File: src/rtl/core/assert_macros.svh
// Assertion macros shared by the compensation block.
// Expects signals named clk and rst_n in the including scope.
`ifndef ASSERT_MACROS_SVH
`define ASSERT_MACROS_SVH
// Property checked on every rising clk edge, disabled while reset is active.
`define AST_PROP(lbl, prop, msg) \
    lbl: assert property (@(posedge clk) disable iff (!rst_n) prop) else $error(msg);
// Condition that must never be seen.
`define AST_NEVER(lbl, cond, msg) `AST_PROP(lbl, !(cond), msg)
`endif

File: src/rtl/core/ptc_pkg.sv
// Shared types and register codes for the compensation block.
// No dependencies.
package ptc_pkg;

    // Configuration register indexes.
    localparam logic [2:0] CFG_TEMP_CAL  = 3'd0;
    localparam logic [2:0] CFG_PRESS_A   = 3'd1;
    localparam logic [2:0] CFG_PRESS_B   = 3'd2;
    localparam logic [2:0] CFG_PRESS_P9  = 3'd3;
    localparam logic [2:0] CFG_HUM_CAL   = 3'd4;
    localparam logic [2:0] CFG_HUM_EN    = 3'd5;

    // Results that ride alongside the pressure divider.
    typedef struct packed {
        logic [31:0] temp;
        logic [31:0] fine;
        logic [16:0] hum;
    } side_t;

    // State handed from one divider cell to the next.
    typedef struct packed {
        logic [63:0] rem;
        logic [63:0] num;
        logic [63:0] den;
        logic        neg;
        logic        dz;
        side_t       side;
    } div_t;

    // Sideband after the divider.
    typedef struct packed {
        side_t side;
        logic  dz;
    } post_t;

    // One result transaction.
    typedef struct packed {
        logic [31:0] temp;
        logic [31:0] fine;
        logic [31:0] press;
        logic [16:0] hum;
        logic        dz;
    } res_t;

endpackage

File: src/rtl/core/ptc_div_cell.sv
// One restoring-division step of the pressure divider chain.
// Depends on ptc_pkg for the div_t cell state.
module ptc_div_cell
    import ptc_pkg::*;
(
    input  logic clk,
    input  logic en,
    input  div_t d_in,
    output div_t d_out
);

    logic [64:0] trial_w;
    logic [64:0] diff_w;
    logic        take_w;
    div_t        st_next;
    div_t        st_reg;

    // Bring down the next dividend bit and try to subtract the divisor.
    assign trial_w = {d_in.rem, d_in.num[63]};
    assign diff_w  = trial_w - {1'b0, d_in.den};
    assign take_w  = (trial_w >= {1'b0, d_in.den});

    always_comb
    begin
        st_next     = d_in;
        st_next.rem = take_w ? diff_w[63:0] : trial_w[63:0];
        st_next.num = {d_in.num[62:0], take_w};
    end

    always_ff @(posedge clk)
    begin
        if (en)
        begin
            st_reg <= st_next;
        end
    end

    assign d_out = st_reg;

endmodule

File: config.mk
export PLATFORM = sky130hd
export DESIGN_NAME = ptc_div_cell
export DESIGN_NICKNAME = d
export VERILOG_FILES = /design/src/rtl/core/assert_macros.svh /design/src/rtl/core/ptc_pkg.sv /design/src/rtl/core/ptc_div_cell.sv
export SDC_FILE = /design/constraint.sdc
export NUM_CORES = 1
export LEC_CHECK = 0
export BUFFER_PORTS_ARGS = -buffer_cell sky130_fd_sc_hd__buf_2
export CORE_AREA = 5 5 210 212
export DETAILED_ROUTE_END_ITERATION = 16
export DIE_AREA = 0 0 215 217
export SYNTH_ARGS = -nofsm -noshare
export SYNTH_HDL_FRONTEND = slang
export SYNTH_SLANG_ARGS = --single-unit
File: constraint.sdc
create_clock -name clk -period 4.4 [get_ports clk]
set_input_delay 0.22 -clock clk [delete_from_list [all_inputs] [get_ports clk]]
set_output_delay 0.22 -clock clk [all_outputs]
set_load 0.05 [all_outputs]
Word-level counts from Yosys, hierarchy flattened:

Index checks and enable logic that the tools add are counted.

* register bits after elaboration: 275
* input bits: 277
* output and inout bits: 275
* word-level logic and storage cells: 11

* add/sub/neg operators: 1
* $lt $le $gt $ge: 1
* muxes and demuxes: 1

Operator list (count)
* $ge A65 B64 Y1: 1
* $mux W64: 1
* $sub A64 B64 Y64: 1

Longest topological paths before layout:

* depth in word-level cells: 2
* mapped depth: 14
* mapped depth without buffers: 13

Worst setup path before layout:

Ideal clock, no wire load.

* kind: input-to-reg
* from: input d_in[210] (netlist name)
* to: register st_reg, in the netlist d_out[263] (data pin)
* setup time: 0.260 ns
* arrival: 2.790 ns
* data required time: 4.140 ns
* setup slack: 1.350 ns
* cell stages on the path: 13
* buffers on the path: 0
* path through: inv_1 ha_1 fa_1 nand2b_1 a21oi_1 nor2_2 o311ai_1 a311o_1 a31o_4 a21o_4 a31oi_4 xnor2_1 mux2_4

RTL lines
* from (decl): RTL line ptc_div_cell.sv:8 `input div_t d_in,`
* to (signal assigned): RTL line ptc_div_cell.sv:34 `st_reg <= st_next;`
* to (decl): RTL line ptc_div_cell.sv:16 `div_t st_reg;`

==> metrics.cfg <==
[timing]
worstMarginPinSlew_ps=927.7
max_clock_freq_mhz=265.1
report.final.slew_viol_count=0
max_slew_margin_pct=38.15
fin_tns_setup_ps=0
finalSetupViolations=0
min_period_over_period_pct=85.74
setup_repair_after_global_routing_missed_its_margin=false
final.min_clock_period_ps=3772
timing.final.ws_setup_ps=627.6
final-hold-violation-count=0

[grt]
grt_first_pass_wirelength_mm=75.22
grt_antenna_before_repair=15
grt_start_max_net_pins=102
grt_use_met1_pct=22.60
grt_met2_usage_pct=37.58
grt_pass1_vias=12050
grt.total_usage_pct=21.04
gr-total-overflow=0
global_route.peak_usage_layer=met2
grt_util_met3_pct=6.170

[layout]
regArea_mm2=0.008258
flip_flop_count_of_the_largest_register_all_copies_and_words_added=275
multi_input_area_mm2=0.004352
syn2layout_area_growth_pct=51.84
final.fill_count=3736
drive_above_1_share_pct=34.85
design.final.nets=2171

[placed_design]
gp_congestion=0.8825
dp_hpwl_mm=38.95
dp_slack_ps=743.1
io_buffer_count=551

[floorplanning]
rows=75
floorplan.core_area_mm2=0.04176
floorplan.die.width_um=215
initial_standard_cell_utilization_of_the_core_pct=31.43
die-height_um=217
floorplan.die_area_mm2=0.04666
top_level_ports=552

[clock_network]
clock-root-buffer=sky130_fd_sc_hd__clkbuf_16
tritoncts_clock_tree=built
clkSlewWorstSetupHoldPaths_ps=50
cts.sinks=275
cts-htree-levels=2
cts-buffers-inserted=34
gates_resized_cts_repair=0
cts_buffer_depth=3

[power_and_ir_drop]
cell_internal_pwr_uw=5680
power.static_leakage_uw=0.008682
p_sw_share_pct=33.67
areal_power_density_over_the_cells_mw_per_mm2=429.6
comb_power_share_pct=28.6
p_switching_uw=2883
vdd_ir_drop_max_uv=318.5
share_seq_of_total_power_pct=38.2
clock_power_share_pct=33.2

[worst_setup_path]
critPathMaxFanout=19
sort_of_element_at_the_end_of_the_critical_path=flip-flop
arrival_ps=4050
cp-start-kind=primary input
setup.worst_path.class=in2reg
worst_ep_required_ps=4680

[synth]
ys_seq_area_share_pct=62.91
yosys.cell_types.count=64
synth-main-ff-cell=sky130_fd_sc_hd__edfxtp_1
synth.top_cells.by_area=sky130_fd_sc_hd__edfxtp_1, sky130_fd_sc_hd__ha_1, sky130_fd_sc_hd__a21oi_1
yosys_warnings=0
netlist_top_cells_count=sky130_fd_sc_hd__edfxtp_1, sky130_fd_sc_hd__a21oi_1, sky130_fd_sc_hd__nor2_1
async_reset_ff_share_pct=0
post-synth-top-count-cell=sky130_fd_sc_hd__edfxtp_1
synth_nets=1386
synth_largest_area_cell=sky130_fd_sc_hd__edfxtp_1
yosys.area.top_type_share_pct=62.91
synth.cell_area_mm2=0.01313
synthesis.area_per_instance_um2=12.57
synth_cells=1044
ys_seq_elements=275
synth_edf_count=275

[status]
result_of_the_run=complete, no violations

[drt]
wl_mm=51.55
routed-via-count=11500
detail_route.first_pass.iterations=5
route.detailed.drc=0
antenna_left=0
detail_route.iter0.violations=743
route.detailed.vias_per_inst=4.798
post_drt_wl_per_cell_um=21.51

[min_path]
timing.hold.worst.class=in2reg

[job]
cap_violations=0

==> cell type report <==
cell class / count / share of cell area [%]
diodes: 9 / 0.1130
clock buffers: 40 / 4.488
clock inverters: 15 / 1.111
inverters: 81 / 1.525
multi-input cells: 644 / 21.83
flip-flops and latches: 275 / 41.43
well taps: 539 / 3.384
repair buffers: 793 / 26.11
==> metrics by stage <==
step	hold slack, ps	instance area, µm²	utilization, %	cells	power, µW
floorplan	318.9	13130	-	1044	4901
global placement	397.1	16460	39.42	2099	5586
detailed placement	398.3	16460	39.42	2099	5594
CTS	0.1945	19910	47.68	2387	8661
global route	24.28	19930	47.72	2395	8906
finish	35.95	19930	47.73	2396	8564
==> power by group through the flow <==
| stage | combinational (µW) | clock, µW | sequential (µW) |
|---|---|---|---|
| after floorplan | 648 | 0 | 4250 |
| after global placement | 2270 | 0 | 3320 |
| after detailed placement | 2270 | 0 | 3320 |
| after CTS | 2460 | 2930 | 3270 |
| after global routing | 2590 | 3020 | 3290 |
| final | 2450 | 2840 | 3270 |
==> critical path, stage by stage <==
cell and delay [ps]:
sky130_fd_sc_hd__dlygate4sd3_1 600, sky130_fd_sc_hd__buf_2 190, sky130_fd_sc_hd__inv_1 50, sky130_fd_sc_hd__ha_1 290, sky130_fd_sc_hd__nor2b_1 150, sky130_fd_sc_hd__o2111a_1 280, sky130_fd_sc_hd__o21ai_1 320, sky130_fd_sc_hd__o311ai_2 120
sky130_fd_sc_hd__buf_4 170, sky130_fd_sc_hd__o2111ai_1 460, sky130_fd_sc_hd__a21oi_1 190, sky130_fd_sc_hd__o21ai_1 280, sky130_fd_sc_hd__a21oi_4 110, sky130_fd_sc_hd__buf_4 230, sky130_fd_sc_hd__buf_4 210, sky130_fd_sc_hd__nor2_1 100
sky130_fd_sc_hd__a21oi_1 50
==> cell families (layout without fill, tap and decap cells) <==
logic type / Yosys count / count (layout) / share of synthesized area (%)
multiplexers: 20 / 20 / 1.744
flip-flops: 275 / 275 / 62.91
XOR/XNOR: 61 / 61 / 4.070
buffers and inverters: 125 / 929 / 3.937
AND/OR/NAND/NOR: 231 / 231 / 8.169
AO/OA/AOI/OAI: 267 / 267 / 12.92
adder cells (fa/ha/maj): 65 / 65 / 6.253
other: 0 / 9 / 0
==> worst paths after layout <==
check | start | endpoint | slack (ps) | depth (start not counted)
setup / recovery | d_in[84] | d_out[211]$_DFFE_PP_ | 630 | 17
hold / removal | d_in[234] | d_out[235]$_DFFE_PP_ | 40 | 3
==> metal layers <==
| metal | routed length, µm | vias up |
|---|---|---|
| met5 | 93 | - |
| met4 | 2854 | 14 |
| met2 | 25980 | 470 |
| met3 | 3716 | 103 |
| li1 | - | 5452 |
| met1 | 18900 | 5458 |
==> placed cells by master, fill, tap and decap left out, drive strengths merged, types with 10 or more instances in the layout <==
cell type and n:
nand4 27, inv 81, nor2 84, a21oi 127
clkinv 10, o21ai 41, xnor2 36, edfxtp 275
nand3 15, mux2 20, o21bai 12, dlygate4sd3 233
ha 64, xor2 25, buf 560, a21o 34
nand2 56, clkbuf 40
==> repair_timing <==
item / 4_1_cts / 5_1_grt
buffers inserted: 0 / 0
hold buffers: 233 / 0
hold endpoints to repair: 233 / 0
Note: power is estimated with default switching activity, not from simulation.
